<file path="src/rtl/uesd_pkg.sv">
// ----------------------------------------------------------------------------
// uesd_pkg: ultrasonic echo stop detector package
// field widths, conversion constants, register indexes, decision codes and
// sequencer states
// ----------------------------------------------------------------------------
package uesd_pkg;

	localparam int DUR_W      = 16;
	localparam int DIST_W     = 17;
	localparam int CFG_W      = 16;
	localparam int AVG_W      = 16;
	localparam int VS_W       = 3;
	localparam int DEC_W      = 2;
	localparam int MUL_W      = 11;
	localparam int PROD_W     = DUR_W + MUL_W;
	localparam int DIST_SHIFT = 10;

	localparam logic [MUL_W-1:0] DIST_MUL = MUL_W'(1756);

	localparam int ADDR_W = 4;
	localparam int DATA_W = 32;

	typedef enum logic [1:0] {
		REG_STOP_DIST = 2'd0,
		REG_MIN_DIST  = 2'd1,
		REG_MAX_DIST  = 2'd2,
		REG_NONE      = 2'd3
	} reg_idx_t;

	typedef enum logic [DEC_W-1:0] {
		DEC_MOVING  = 2'd0,
		DEC_AT_ZONE = 2'd1,
		DEC_NO_READ = 2'd2
	} decision_t;

	typedef enum logic [2:0] {
		S_IDLE,
		S_MUL,
		S_MIN,
		S_MAX,
		S_PREP,
		S_DIV,
		S_CMP,
		S_OUT
	} state_t;

	localparam logic [CFG_W-1:0] STOP_DIST_RST = CFG_W'(1000);
	localparam logic [CFG_W-1:0] MIN_DIST_RST  = CFG_W'(200);
	localparam logic [CFG_W-1:0] MAX_DIST_RST  = CFG_W'(20000);

endpackage

</file>
<file path="src/rtl/ultrasonic_echo_stop_detector.sv">
// ----------------------------------------------------------------------------
// ultrasonic_echo_stop_detector: echo width to distance, windowing and averaging
// turns echo pulse widths into distances, averages a group of them and emits a
// stop or moving decision per group
// ----------------------------------------------------------------------------
// usage
//  - slave stream carries one echo width (microseconds, 0 = no echo) per request
//  - master stream carries one decision per group of SAMPLES_PER_READING requests
//  - apb port holds stop distance, minimum and maximum valid distance
//  - a request passes through accept, multiply, lower and upper window check;
//    the request that closes a group adds the divide set-up, the restoring
//    divide, the stop compare and the result load; a group with no accepted
//    sample skips the divide and the compare
//  - all checks and the divide share one subtractor, one step per cycle
//  - a result sits in an output register; the next request is taken meanwhile,
//    and the sequencer waits at the result load only if that register is full
//  - an at-zone decision latches: later requests are taken and dropped
//  - reset clears the group, the latch and restores the register defaults
// ----------------------------------------------------------------------------
module ultrasonic_echo_stop_detector #(
	parameter int SAMPLES_PER_READING = 5
) (
	input  logic                          clk,
	input  logic                          arst_n,
	// slave stream
	input  logic                          s_tvalid,
	output logic                          s_tready,
	input  logic [uesd_pkg::DUR_W-1:0]    s_tdata,   // [15:0] echo_duration
	// master stream
	output logic                          m_tvalid,
	input  logic                          m_tready,
	output logic [23:0]                   m_tdata,   // [1:0] decision,
	                                                 // [17:2] average_distance,
	                                                 // [20:18] valid_samples
	// configuration port
	input  logic                          psel,
	input  logic                          penable,
	input  logic                          pwrite,
	input  logic [uesd_pkg::ADDR_W-1:0]   paddr,
	input  logic [uesd_pkg::DATA_W-1:0]   pwdata,
	output logic [uesd_pkg::DATA_W-1:0]   prdata,
	output logic                          pready
);
	import uesd_pkg::*;

	// count of samples in a group, sum of up to that many 16-bit distances
	localparam int CNT_W  = $clog2(SAMPLES_PER_READING + 1);
	localparam int SUM_W  = AVG_W + CNT_W;
	localparam int ALU_W  = SUM_W + 1;
	localparam int STEP_W = $clog2(SUM_W);

	localparam logic [CNT_W-1:0]  LAST_IDX  = CNT_W'(SAMPLES_PER_READING - 1);
	localparam logic [STEP_W-1:0] LAST_STEP = STEP_W'(SUM_W - 1);

	// configuration registers
	logic [CFG_W-1:0] stop_dist_q;
	logic [CFG_W-1:0] min_dist_q;
	logic [CFG_W-1:0] max_dist_q;

	// sequencer and working registers
	state_t            state_q, state_d;
	logic [DUR_W-1:0]  dur_q;
	logic              dur_zero_q;
	logic [DIST_W-1:0] dist_q;
	logic              below_min_q;
	logic [CNT_W-1:0]  idx_q;
	logic [SUM_W-1:0]  sum_q;
	logic [CNT_W-1:0]  cnt_q;
	logic              latched_q;
	logic [SUM_W-1:0]  quo_q;
	logic [CNT_W-1:0]  rem_q;
	logic [STEP_W-1:0] step_q;
	decision_t         dec_q;

	// output register
	logic              out_valid_q;
	logic [DEC_W-1:0]  out_dec_q;
	logic [AVG_W-1:0]  out_avg_q;
	logic [VS_W-1:0]   out_vs_q;

	// shared subtractor
	logic [ALU_W-1:0]  alu_a, alu_b, alu_diff;
	logic              alu_borrow;

	logic              in_req, out_free, cfg_wr, sample_ok;
	logic [PROD_W-1:0] prod;
	logic [CNT_W:0]    rem_shift;
	logic [31:0]       cnt_ext;
	logic [VS_W-1:0]   cnt_sat;

	assign in_req   = s_tvalid && s_tready;
	assign out_free = !out_valid_q || m_tready;
	assign cfg_wr   = psel && penable && pwrite && pready;
	assign pready   = 1'b1;

	assign prod      = PROD_W'(dur_q) * PROD_W'(DIST_MUL);
	assign rem_shift = {rem_q, quo_q[SUM_W-1]};
	assign alu_diff  = alu_a - alu_b;
	assign alu_borrow = alu_diff[ALU_W-1];

	// sample passes when an echo was seen and both window checks pass
	assign sample_ok = !dur_zero_q && !below_min_q && !alu_borrow;

	assign cnt_ext = 32'(cnt_q);
	assign cnt_sat = (cnt_ext > 32'd7) ? VS_W'(7) : cnt_ext[VS_W-1:0];

	// register file
	always_ff @(posedge clk or negedge arst_n) begin
		if (!arst_n) begin
			stop_dist_q <= STOP_DIST_RST;
			min_dist_q  <= MIN_DIST_RST;
			max_dist_q  <= MAX_DIST_RST;
		end else if (cfg_wr) begin
			unique case (reg_idx_t'(paddr[3:2]))
				REG_STOP_DIST: stop_dist_q <= pwdata[CFG_W-1:0];
				REG_MIN_DIST:  min_dist_q  <= pwdata[CFG_W-1:0];
				REG_MAX_DIST:  max_dist_q  <= pwdata[CFG_W-1:0];
				REG_NONE:      ;
			endcase
		end
	end

	always_comb begin
		unique case (reg_idx_t'(paddr[3:2]))
			REG_STOP_DIST: prdata = DATA_W'(stop_dist_q);
			REG_MIN_DIST:  prdata = DATA_W'(min_dist_q);
			REG_MAX_DIST:  prdata = DATA_W'(max_dist_q);
			REG_NONE:      prdata = '0;
		endcase
	end

	// next state
	always_comb begin
		state_d = state_q;
		unique case (state_q)
			S_IDLE: if (in_req && !latched_q) state_d = S_MUL;
			S_MUL:  state_d = S_MIN;
			S_MIN:  state_d = S_MAX;
			S_MAX:  state_d = (idx_q == LAST_IDX) ? S_PREP : S_IDLE;
			S_PREP: state_d = (cnt_q == '0) ? S_OUT : S_DIV;
			S_DIV:  if (step_q == LAST_STEP) state_d = S_CMP;
			S_CMP:  state_d = S_OUT;
			S_OUT:  if (out_free) state_d = S_IDLE;
			default: state_d = S_IDLE;
		endcase
	end

	// sequencer outputs: ready and subtractor operands
	always_comb begin
		s_tready = 1'b0;
		alu_a    = '0;
		alu_b    = '0;
		unique case (state_q)
			S_IDLE: s_tready = 1'b1;
			S_MIN: begin
				// borrow when distance is below the window
				alu_a = ALU_W'(dist_q);
				alu_b = ALU_W'(min_dist_q);
			end
			S_MAX: begin
				// borrow when distance is above the window
				alu_a = ALU_W'(max_dist_q);
				alu_b = ALU_W'(dist_q);
			end
			S_DIV: begin
				alu_a = ALU_W'(rem_shift);
				alu_b = ALU_W'(cnt_q);
			end
			S_CMP: begin
				// borrow when average is beyond the stop distance
				alu_a = ALU_W'(stop_dist_q);
				alu_b = ALU_W'(quo_q[AVG_W-1:0]);
			end
			default: ;
		endcase
	end

	always_ff @(posedge clk or negedge arst_n) begin
		if (!arst_n) begin
			state_q   <= S_IDLE;
			idx_q     <= '0;
			sum_q     <= '0;
			cnt_q     <= '0;
			latched_q <= 1'b0;
			step_q    <= '0;
		end else begin
			state_q <= state_d;
			unique case (state_q)
				S_MAX: begin
					idx_q <= idx_q + CNT_W'(1);
					if (sample_ok) begin
						sum_q <= sum_q + SUM_W'(dist_q);
						cnt_q <= cnt_q + CNT_W'(1);
					end
				end
				S_PREP: step_q <= '0;
				S_DIV:  step_q <= step_q + STEP_W'(1);
				S_OUT: begin
					if (out_free) begin
						idx_q <= '0;
						sum_q <= '0;
						cnt_q <= '0;
						if (dec_q == DEC_AT_ZONE) latched_q <= 1'b1;
					end
				end
				default: ;
			endcase
		end
	end

	// datapath registers
	always_ff @(posedge clk) begin
		unique case (state_q)
			S_IDLE: begin
				dur_q      <= s_tdata;
				dur_zero_q <= (s_tdata == '0);
			end
			S_MUL: dist_q <= prod[DIST_SHIFT +: DIST_W];
			S_MIN: below_min_q <= alu_borrow;
			S_PREP: begin
				quo_q <= sum_q;
				rem_q <= '0;
				dec_q <= DEC_NO_READ;
			end
			S_DIV: begin
				// restoring divide, one quotient bit per step
				quo_q <= {quo_q[SUM_W-2:0], !alu_borrow};
				rem_q <= alu_borrow ? rem_shift[CNT_W-1:0] : alu_diff[CNT_W-1:0];
			end
			S_CMP: dec_q <= alu_borrow ? DEC_MOVING : DEC_AT_ZONE;
			default: ;
		endcase
	end

	// output register, loaded when free or being drained
	always_ff @(posedge clk or negedge arst_n) begin
		if (!arst_n) begin
			out_valid_q <= 1'b0;
		end else if (state_q == S_OUT && out_free) begin
			out_valid_q <= 1'b1;
		end else if (m_tready) begin
			out_valid_q <= 1'b0;
		end
	end

	always_ff @(posedge clk) begin
		if (state_q == S_OUT && out_free) begin
			out_dec_q <= dec_q;
			// no accepted sample shows a zero average
			out_avg_q <= (dec_q == DEC_NO_READ) ? '0 : quo_q[AVG_W-1:0];
			out_vs_q  <= cnt_sat;
		end
	end

	assign m_tvalid = out_valid_q;
	assign m_tdata  = {3'b000, out_vs_q, out_avg_q, out_dec_q};

endmodule
</file>
<file path="config.mk">
export PLATFORM = sky130hd
export DESIGN_NAME = ultrasonic_echo_stop_detector
export DESIGN_NICKNAME = d
export VERILOG_FILES = /design/src/rtl/uesd_pkg.sv /design/src/rtl/ultrasonic_echo_stop_detector.sv
export SDC_FILE = /design/constraint.sdc
export NUM_CORES = 1
export LEC_CHECK = 0
export ABC_AREA = 1
export BUFFER_PORTS_ARGS = -buffer_cell sky130_fd_sc_hd__buf_2
export CORE_UTILIZATION = 44
export DETAILED_ROUTE_END_ITERATION = 7
export MAX_ROUTING_LAYER = met4
export SLEW_MARGIN = 20
export SYNTH_ARGS = -nofsm -noshare
export SYNTH_HDL_FRONTEND = slang
export SYNTH_SLANG_ARGS = --single-unit
</file>
<file path="constraint.sdc">
create_clock -name clk -period 4.9 [get_ports clk]
set_input_delay 0 -clock clk [delete_from_list [all_inputs] [get_ports clk]]
set_output_delay 0 -clock clk [all_outputs]
set_load 0.1 [all_outputs]
</file>
==> results of run 1 <==
## placed cells by master, fill, tap and decap left out, types with 4 or more instances in the layout
master	count
o22ai_1	8
ha_1	108
o21ai_0	92
edfxtp_1	80
a21o_1	7
buf_4	8
nand3b_1	7
o21bai_1	6
nand2_1	404
xor2_1	27
xnor2_1	8
fa_1	55
inv_6	4
dfstp_2	14
nand3_1	76
clkbuf_16	17
nor2_1	77
o211ai_1	12
conb_1	20
inv_1	254
nor4_1	4
o221ai_1	4
dlygate4sd3_1	35
nand4_1	4
a21oi_1	50
a221oi_1	10
nor3_1	12
nor2_2	7
buf_2	78
dfrtp_1	69
## logic make-up after synthesis
group,count (synthesis)
adders and majority gates,163
DFF,163
xor gates and xnor gates,35
and+or+nand+nor,601
AOI/OAI and AO/OA,202
buffers and inverters,314
other,2
## flip-flops by register name, summed over array words and instances (netlist names), 16 cells and up
signal       flops
dist_q          17
dur_q           16
max_dist_q      16
min_dist_q      16
out_avg_q       16
quo_q           19
stop_dist_q     16
sum_q           19
## worst max-delay path by stage
| stage | start | to | slack [ns] | depth (start not counted) |
|---|---|---|---|---|
| floorplan | dur_q[11] | dist_q[14] | 0.89 | 18 |
| global route | dur_q[7] | dist_q[16] | 0.32 | 17 |
| detailed placement | dur_q[10] | dist_q[13] | 0.61 | 18 |
| finish | dur_q[10] | dist_q[13] | 0.61 | 17 |
| CTS | dur_q[10] | dist_q[13] | 0.60 | 18 |
| global placement | dur_q[10] | dist_q[13] | 0.64 | 17 |
## metal layers
layer / global-route usage, % / wire length (um)
met1: 27.6 / 13500
met3: 3.18 / 942
met4: 6.32 / 573
met5: - / 0
met2: 40.5 / 15200
## metrics by stage
step | utilization, % | setup WS [ns]
3_5_place_dp | 47.5 | 0.609
3_3_place_gp | 47.5 | 0.636
5_1_grt | 50.9 | 0.323
6_report | 50.9 | 0.611
4_1_cts | 50.9 | 0.598
2_1_floorplan | - | 0.894
## area by class of cell
class                   instances  area, sq um  area share (%)
clock buffers                  18          439            3.19
clock inverters                14          126           0.917
inverters                     258          971            7.04
flip-flops and latches        163         4500            32.6
repair buffers                121          801            5.81
well taps                     372          465            3.38
multi-input cells            1021         6490            47.1
## repair_timing
action,4_1_cts,5_1_grt
buffers inserted,0,0
hold buffers,35,0
gates resized for setup,0,0
endpoints found under the hold margin,103,0
## power by group through the flow
stage	clock (uW)	combinational (uW)	sequential (uW)
after floorplan	0	2050	1730
after global placement	0	2560	1760
after detailed placement	0	2580	1760
after CTS	1330	2620	1730
after global routing	1380	2980	1750
final	1310	2600	1730
## worst max-delay path: cells and delay by family (launching register included)
family	cells	cell delay, ns
fa+ha+maj	5	2.41
compound gates	3	0.55
flops	1	0.51
simple gates	5	0.37
buf+inv	4	0.19
==> impl_metrics.env, run 1 <==
export IMPL_status="finished, final reports clean"
export IMPL_yosys_area_share_simple_pct=20.3
export IMPL_p_leak_uw=0.00696
export IMPL_ys_warn_count=0
export IMPL_cts_max_path_buffers=2
export IMPL_pwr_density_cell_nw_per_um2=409
export IMPL_worst_slew_pin_slew_ns=1.08
export IMPL_synthTopCellsByArea="edfxtp_1 (20%), dfrtp_1 (14%), nand2_1 (12%)"
export IMPL_netlist_area_sq_um=12200
export IMPL_ys_async_sr_fraction_pct=50.9
export IMPL_synthAdderAreaFrac_pct=20.1
export IMPL_grt_pass1_vias=9617
export IMPL_htree_levels=4
export IMPL_synth_cells=1480
export IMPL_final_cells=1967
export IMPL_fin_nets=1804
export IMPL_hold_violations=0
export IMPL_die_height_um=169
export IMPL_gp_congestion=0.902
export IMPL_regToRegEndpoint="dist_q[13]"
export IMPL_drtIter0Drc=699
export IMPL_hold_slack_ns=0.0579
export IMPL_yosysTopAreaCellShare_pct=19.7
export IMPL_clkLatencyLatePin_ns=0.44
export IMPL_grt_pass1_wl_um=49200
export IMPL_start_util_pct=45.0
export IMPL_grt_overflow_total=0
export IMPL_wirelength_um=30200
export IMPL_nFillCells=2622
export IMPL_synth_most_common_cell="nand2_1"
export IMPL_core_sq_um=27100
export IMPL_path_class="reg2reg"
export IMPL_rsz0062_at_grt="no"
export IMPL_ys_flop_type="edfxtp_1"
export IMPL_fin_crit_ns=4.29
export IMPL_p_switching_uw=2410
export IMPL_drv_cap=0
export IMPL_clkPwrFrac_pct=23.2
export IMPL_io_buffers=79
export IMPL_drc_errors=0
export IMPL_drive_gt1_share_pct=9.53
export IMPL_drt_pass1_iterations=5
export IMPL_cpMostUsedCell="nand2_1"
export IMPL_crit_slowest_cell="fa_1"
export IMPL_crit_chain="fa_1 > inv_1 > fa_1 > inv_1 > fa_1 > inv_1 > fa_1 > inv_1 > ha_1 > a21oi_1 > o21ai_0 > a21oi_1 > nand2_1 > nand2_1 > nand2_1 > nand2_1 > nand2_1"
export IMPL_die_area_sq_um=28400
export IMPL_vias=9708
export IMPL_synth_common_cells="nand2_1 (404), inv_1 (254), ha_1 (108)"
export IMPL_arrival_ns=4.48
export IMPL_post_drt_wl_per_cell_um=15.4
export IMPL_slew_headroom_pct=27.7
export IMPL_fin_skew_ns=0.0125
export IMPL_track_usage_pct=23.0
export IMPL_slew_violations=0
export IMPL_synth_compound_area_share_pct=9.63
export IMPL_clock_root_buffer="clkbuf_16"
export IMPL_synth_edf_count=80
export IMPL_row_count=60
export IMPL_min_path_type="in2async"
export IMPL_seqPwrFrac_pct=30.7
export IMPL_antenna_cells=0
export IMPL_startpoint_type="register"
export IMPL_synth_top_family_by_area="simple AND/OR/NAND/NOR gates"
export IMPL_max_stage_delay_ns=0.57
export IMPL_placedCellCount=1900
export IMPL_crit_required_ns=5.10
export IMPL_p_sw_share_pct=42.7
export IMPL_cts_inserted_buffers=17
export IMPL_ys_ff_latch=163
export IMPL_fin_area_sq_um=13800
export IMPL_fin_tns_setup_ns=0
export IMPL_cts_tree="built"
export IMPL_p_total_uw=5640
export IMPL_setup_viol=0
export IMPL_antenna_found_initial=0
export IMPL_rrSetupSlack_ns=0.61
export IMPL_grt_max_degree=48
export IMPL_reg2reg_from="dur_q[10]"
export IMPL_r2r_cells=17
export IMPL_critPathMaxFanout=5
export IMPL_avgSynthCellArea_sq_um=8.25
export IMPL_clock_sinks=163
export IMPL_path_clk_slew_ns=0.07
export IMPL_dpl_hpwl_um=22800
export IMPL_synth_xor_area_share_pct=2.51
export IMPL_ioPinCount=118
export IMPL_finalCritPeriodShare_pct=87.5
export IMPL_syn2layout_area_growth_pct=13.0
export IMPL_ant_nets=0
export IMPL_fp_dieW_um=169
export IMPL_intPower_uw=3230
export IMPL_fmax_mhz=233
export IMPL_postPlaceCellArea_sq_um=12900
export IMPL_viasPerCell=4.94
export IMPL_synth_largest_area_cell="edfxtp_1"
export IMPL_seq_area_frac_synth_pct=36.9
export IMPL_yosys_cell_types_count=44
export IMPL_p_comb_share_pct=46.1
export IMPL_crit_path_end_kind="register"
export IMPL_synth_mux_area_share_pct=0
export IMPL_peakVddDrop_v=0.000264
(Power assumes the default switching activity.)
==> inputs of run 2 (changes only) <==
--- a/config.mk
+++ b/config.mk
@@ -10,6 +10,7 @@
 export CORE_UTILIZATION = 44
 export DETAILED_ROUTE_END_ITERATION = 7
 export MAX_ROUTING_LAYER = met4
+export REMOVE_ABC_BUFFERS = 1
 export SLEW_MARGIN = 20
 export SYNTH_ARGS = -nofsm -noshare
 export SYNTH_HDL_FRONTEND = slang
==> impl_metrics.env, run 2 (synthesis gave the netlist of run 1 again) <==
export IMPL_status="finished, final reports clean"
export IMPL_syn2layout_area_growth_pct=13.0
export IMPL_setup_viol=0
export IMPL_antenna_cells=0
export IMPL_startpoint_type="register"
export IMPL_finalCritPeriodShare_pct=88.2
export IMPL_fin_nets=1803
export IMPL_min_path_type="in2async"
export IMPL_crit_required_ns=5.09
export IMPL_fp_dieW_um=169
export IMPL_cts_inserted_buffers=17
export IMPL_fin_skew_ns=0.0140
export IMPL_r2r_cells=16
export IMPL_grt_overflow_total=0
export IMPL_fin_crit_ns=4.32
export IMPL_slew_violations=0
export IMPL_peakVddDrop_v=0.000250
export IMPL_vias=9759
export IMPL_crit_path_end_kind="register"
export IMPL_gp_congestion=0.894
export IMPL_cts_tree="built"
export IMPL_grt_pass1_vias=9647
export IMPL_post_cts_resized=0
export IMPL_drc_errors=0
export IMPL_utilization_pct=50.9
export IMPL_ioPinCount=118
export IMPL_largest_registers="quo_q (19), sum_q (19), dist_q (17)"
export IMPL_row_count=60
export IMPL_arrival_ns=4.51
export IMPL_fmax_mhz=231
export IMPL_layout_common_cells="nand2_1 (403), inv_1 (254), ha_1 (108)"
export IMPL_cts_max_path_buffers=2
export IMPL_antenna_found_initial=0
export IMPL_drv_cap=0
export IMPL_cts_hold_buf=35
export IMPL_post_drt_wl_per_cell_um=14.4
export IMPL_clock_sinks=163
export IMPL_drt_pass1_iterations=5
export IMPL_wirelength_um=28300
export IMPL_grt_pass1_wl_um=47500
export IMPL_reg2reg_from="dur_q[6]"
export IMPL_rsz0062_at_grt="no"
export IMPL_cts_setup_buffers=0
export IMPL_final_cells=1966
export IMPL_io_buffers=79
export IMPL_clock_root_buffer="clkbuf_16"
export IMPL_path_class="reg2reg"
export IMPL_nFillCells=2596
export IMPL_core_sq_um=27100
export IMPL_fin_tns_setup_ns=0
export IMPL_die_area_sq_um=28400
export IMPL_critPathMaxFanout=6
export IMPL_p_leak_uw=0.00696
export IMPL_viasPerCell=4.96
export IMPL_slew_headroom_pct=32.1
export IMPL_final_common_cell="nand2_1"
export IMPL_pwr_density_cell_nw_per_um2=409
export IMPL_die_height_um=169
export IMPL_dpl_hpwl_um=21600
export IMPL_regToRegEndpoint="dist_q[13]"
export IMPL_clkLatencyLatePin_ns=0.44
export IMPL_postPlaceCellArea_sq_um=12900
export IMPL_ant_nets=0
export IMPL_track_usage_pct=21.8
export IMPL_drive_gt1_share_pct=9.47
export IMPL_hold_violations=0
export IMPL_drtIter0Drc=568
export IMPL_fin_area_sq_um=13800
export IMPL_grt_max_degree=60
export IMPL_placedCellCount=1899
export IMPL_start_util_pct=45.0
export IMPL_path_clk_slew_ns=0.07
export IMPL_htree_levels=4
export IMPL_rrSetupSlack_ns=0.58
export IMPL_worst_slew_pin_slew_ns=1.02
==> run 2: cell count changes in the layout (fill, tap and decap cells not counted) <==
cell	before	now
clkbuf_16	17	18
buf_4	8	7
clkinv_8	2	1
nand2_2	3	4
clkinv_2	3	2
clkbuf_8	1	0
inv_8	1	3
clkinv_4	2	1
inv_4	1	2
clkbuf_1	0	1
clkinvlp_4	2	1
nand2_1	404	403
==> run 2: power breakdown <==
| group | internal, uW | total [uW] | switching (uW) |
|---|---|---|---|
| Sequential | 1650 | 1730 | 86.5 |
| Combinational | 909 | 2580 | 1670 |
| Clock | 700 | 1330 | 628 |
==> run 2: metrics by stage <==
step	total power (uW)	setup slack [ns]	hold slack, ns
detailed placement	4310	0.585	-0.0661
global route	6110	0.262	0.0199
CTS	5690	0.566	0.00195
floorplan	3760	0.894	-0.296
global placement	4280	0.619	-0.0637
finish	5640	0.577	0.00509
==> run 2: final cells by class <==
class	count	area, sq um	share of cell area, %
multi-input cells	1021	6490	47.1
flip-flops and latches	163	4500	32.6
inverters	258	971	7.04
repair buffers	120	793	5.75
well taps	372	465	3.38
clock buffers	19	454	3.29
clock inverters	13	118	0.853
==> run 2: how the worst max path moves through the flow <==
stage | from | end | cells past startpoint
after floorplan | dur_q[11] | dist_q[14] | 18
after global placement | dur_q[10] | dist_q[14] | 18
after detailed placement | dur_q[10] | dist_q[14] | 18
after CTS | dur_q[10] | dist_q[14] | 18
after global routing | dur_q[10] | dist_q[14] | 18
final | dur_q[6] | dist_q[13] | 16
==> run 2: layer usage <==
| metal | share of wire, % | GRT usage, % | vias to the layer above |
|---|---|---|---|
| met2 | 48 | 36.5 | 219 |
| met3 | 3.7 | 3.37 | 30 |
| met5 | 0 | - | - |
| met4 | 1.6 | 6.21 | 0 |
| li1 | - | - | 4922 |
| met1 | 47 | 27.5 | 4588 |
==> run 2: worst max-delay path, cell delays in order, from the launching register on <==
cell      delay, ns
edfxtp_1       0.54
fa_1           0.62
xor2_1         0.17
ha_1           0.25
inv_1          0.09
fa_1           0.45
fa_1           0.55
inv_1          0.04
ha_1           0.36
a21oi_1        0.28
o21ai_0        0.19
a21oi_1        0.16
nand2_1        0.12
nand2_1        0.09
nand2_1        0.05
nand2_1        0.06
nand2_1        0.05
==> inputs of run 3 (changes only) <==
==> constraint.sdc (replaced) <==
create_clock -name clk -period 5.1 [get_ports clk]
set_input_delay 0 -clock clk [delete_from_list [all_inputs] [get_ports clk]]
set_output_delay 0 -clock clk [all_outputs]
set_load 0.1 [all_outputs]
==> impl_metrics.env, run 3 (synthesis gave the netlist of run 1 again) <==
export IMPL_hold_slack_ns=0.00229
export IMPL_reg2reg_from="dur_q[11]"
export IMPL_fin_crit_ns=4.30
export IMPL_drt_pass1_iterations=5
export IMPL_use_met2_pct=37.4
export IMPL_cpMostUsedCell="inv_1"
export IMPL_place_ws_ns=0.778
export IMPL_drive_gt1_share_pct=9.48
export IMPL_gr_usage_met3_pct=3.51
export IMPL_die_height_um=169
export IMPL_slew_violations=0
export IMPL_fin_nets=1802
export IMPL_hold_violations=0
export IMPL_r2r_cells=18
export IMPL_crit_path_end_kind="register"
export IMPL_placedCellCount=1898
export IMPL_multi_input_area_sq_um=6490
export IMPL_slew_headroom_pct=27.2
export IMPL_fin_tns_setup_ns=0
export IMPL_start_util_pct=45.0
export IMPL_die_area_sq_um=28400
export IMPL_path_clk_slew_ns=0.07
export IMPL_grt_overflow_total=0
export IMPL_grt_max_degree=61
export IMPL_crit_chain="fa_1 > inv_1 > fa_1 > inv_1 > fa_1 > inv_1 > fa_1 > inv_1 > ha_1 > nand2_1 > nor2_1 > inv_1 > nor3_1 > nand3_1 > nand3_1 > nand2_1 > inv_1 > nor2_1"
export IMPL_htree_levels=4
export IMPL_max_stage_delay_ns=0.57
export IMPL_ioPinCount=118
export IMPL_dpl_hpwl_um=21700
export IMPL_drv_cap=0
export IMPL_syn2layout_area_growth_pct=13.1
export IMPL_fp_dieW_um=169
export IMPL_regArea_sq_um=4500
export IMPL_min_path_type="in2async"
export IMPL_final_common_cell="nand2_1"
export IMPL_drtIter0Drc=593
export IMPL_cp_endpoint="dist_q[14]"
export IMPL_ant_nets=0
export IMPL_clkLatencyLatePin_ns=0.44
export IMPL_viasPerCell=4.95
export IMPL_peakVddDrop_v=0.000278
export IMPL_wirelength_um=28300
export IMPL_setup_slack_ns=0.805
export IMPL_critPathMaxFanout=5
export IMPL_arrival_ns=4.49
export IMPL_regToRegEndpoint="dist_q[14]"
export IMPL_grt_pass1_wl_um=47600
export IMPL_vias=9723
export IMPL_core_sq_um=27100
export IMPL_pwr_density_cell_nw_per_um2=394
export IMPL_status="finished, final reports clean"
export IMPL_crit_start="dur_q[11]"
export IMPL_finalCritPeriodShare_pct=84.2
export IMPL_p_leak_uw=0.00696
export IMPL_rsz0062_at_grt="no"
export IMPL_gp_congestion=0.887
export IMPL_fin_skew_ns=0.00889
export IMPL_cts_tree="built"
export IMPL_layout_common_cells="nand2_1 (403), inv_1 (254), ha_1 (108)"
export IMPL_clock_root_buffer="clkbuf_16"
export IMPL_grt_pass1_vias=9680
export IMPL_cts_inserted_buffers=17
export IMPL_crit_required_ns=5.29
export IMPL_nFillCells=2579
export IMPL_cts_max_path_buffers=2
export IMPL_rrSetupSlack_ns=0.80
export IMPL_grt_use_met1_pct=27.0
export IMPL_clock_sinks=163
export IMPL_antenna_found_initial=0
export IMPL_startpoint_type="register"
export IMPL_track_usage_pct=21.8
export IMPL_setup_viol=0
export IMPL_post_drt_wl_per_cell_um=14.4
export IMPL_crit_slowest_cell="fa_1"
export IMPL_path_class="reg2reg"
export IMPL_largest_registers="quo_q (19), sum_q (19), dist_q (17)"
export IMPL_drc_errors=0
export IMPL_grt_busiest_layer="met2"
export IMPL_p_total_uw=5440
export IMPL_io_buffers=79
export IMPL_antenna_cells=0
export IMPL_fmax_mhz=233
export IMPL_worst_slew_pin_slew_ns=1.09
export IMPL_row_count=60
export IMPL_final_cells=1965
-- run 3: worst max-delay path, delay by kind of cell, from the launching register on --
| family | cells | cell delay, ns |
|---|---|---|
| flops | 1 | 0.51 |
| buf+inv | 6 | 0.32 |
| simple gates | 7 | 0.83 |
| fa+ha+maj | 5 | 2.41 |
-- run 3: layer usage --
layer  vias up  part of all wire (%)  wire length (um)
li1       4916                     -                 -
met1      4586                    47             13300
met2       202                    49             13800
met3        19                   3.5              1010
met4         0                  0.86               243
met5         -                     0                 0
-- run 3: worst min-delay path by stage --
| stage | depth (start not counted) | from | endpoint |
|---|---|---|---|
| global placement | 1 | arst_n | latched_q |
| CTS | 2 | arst_n | latched_q |
| finish | 2 | arst_n | latched_q |
| detailed placement | 1 | arst_n | max_dist_q[2] |
| floorplan | 0 | arst_n | cnt_q[0] |
| global route | 2 | arst_n | latched_q |
-- run 3: repair_timing --
action,in CTS,in global routing
resized for setup,0,0
buffers inserted,0,0
setup endpoints to repair,0,0
endpoints found under the hold margin,91,0
hold buffers,35,0
-- run 3: power breakdown --
part / switching, uW / internal [uW] / total (uW)
combinational: 1610 / 874 / 2480
clock: 633 / 658 / 1290
sequential: 82.9 / 1580 / 1660
total: 2330 / 3110 / 5440
-- run 3: final cells by class --
| class | count | area share (%) |
|---|---|---|
| multi-input combinational | 1021 | 47.0 |
| clock inverter | 15 | 1.21 |
| timing repair buffer | 119 | 5.69 |
| clock buffer | 17 | 3.08 |
| tap | 372 | 3.37 |
| inverter | 258 | 7.03 |
| sequential | 163 | 32.6 |
-- run 3: through the flow --
step	cell area, sq um	util (%)
after global placement	12900	47.4
final	13800	50.9
after floorplan	11900	-
after detailed placement	12900	47.4
after CTS	13800	50.9
after global routing	13800	50.9
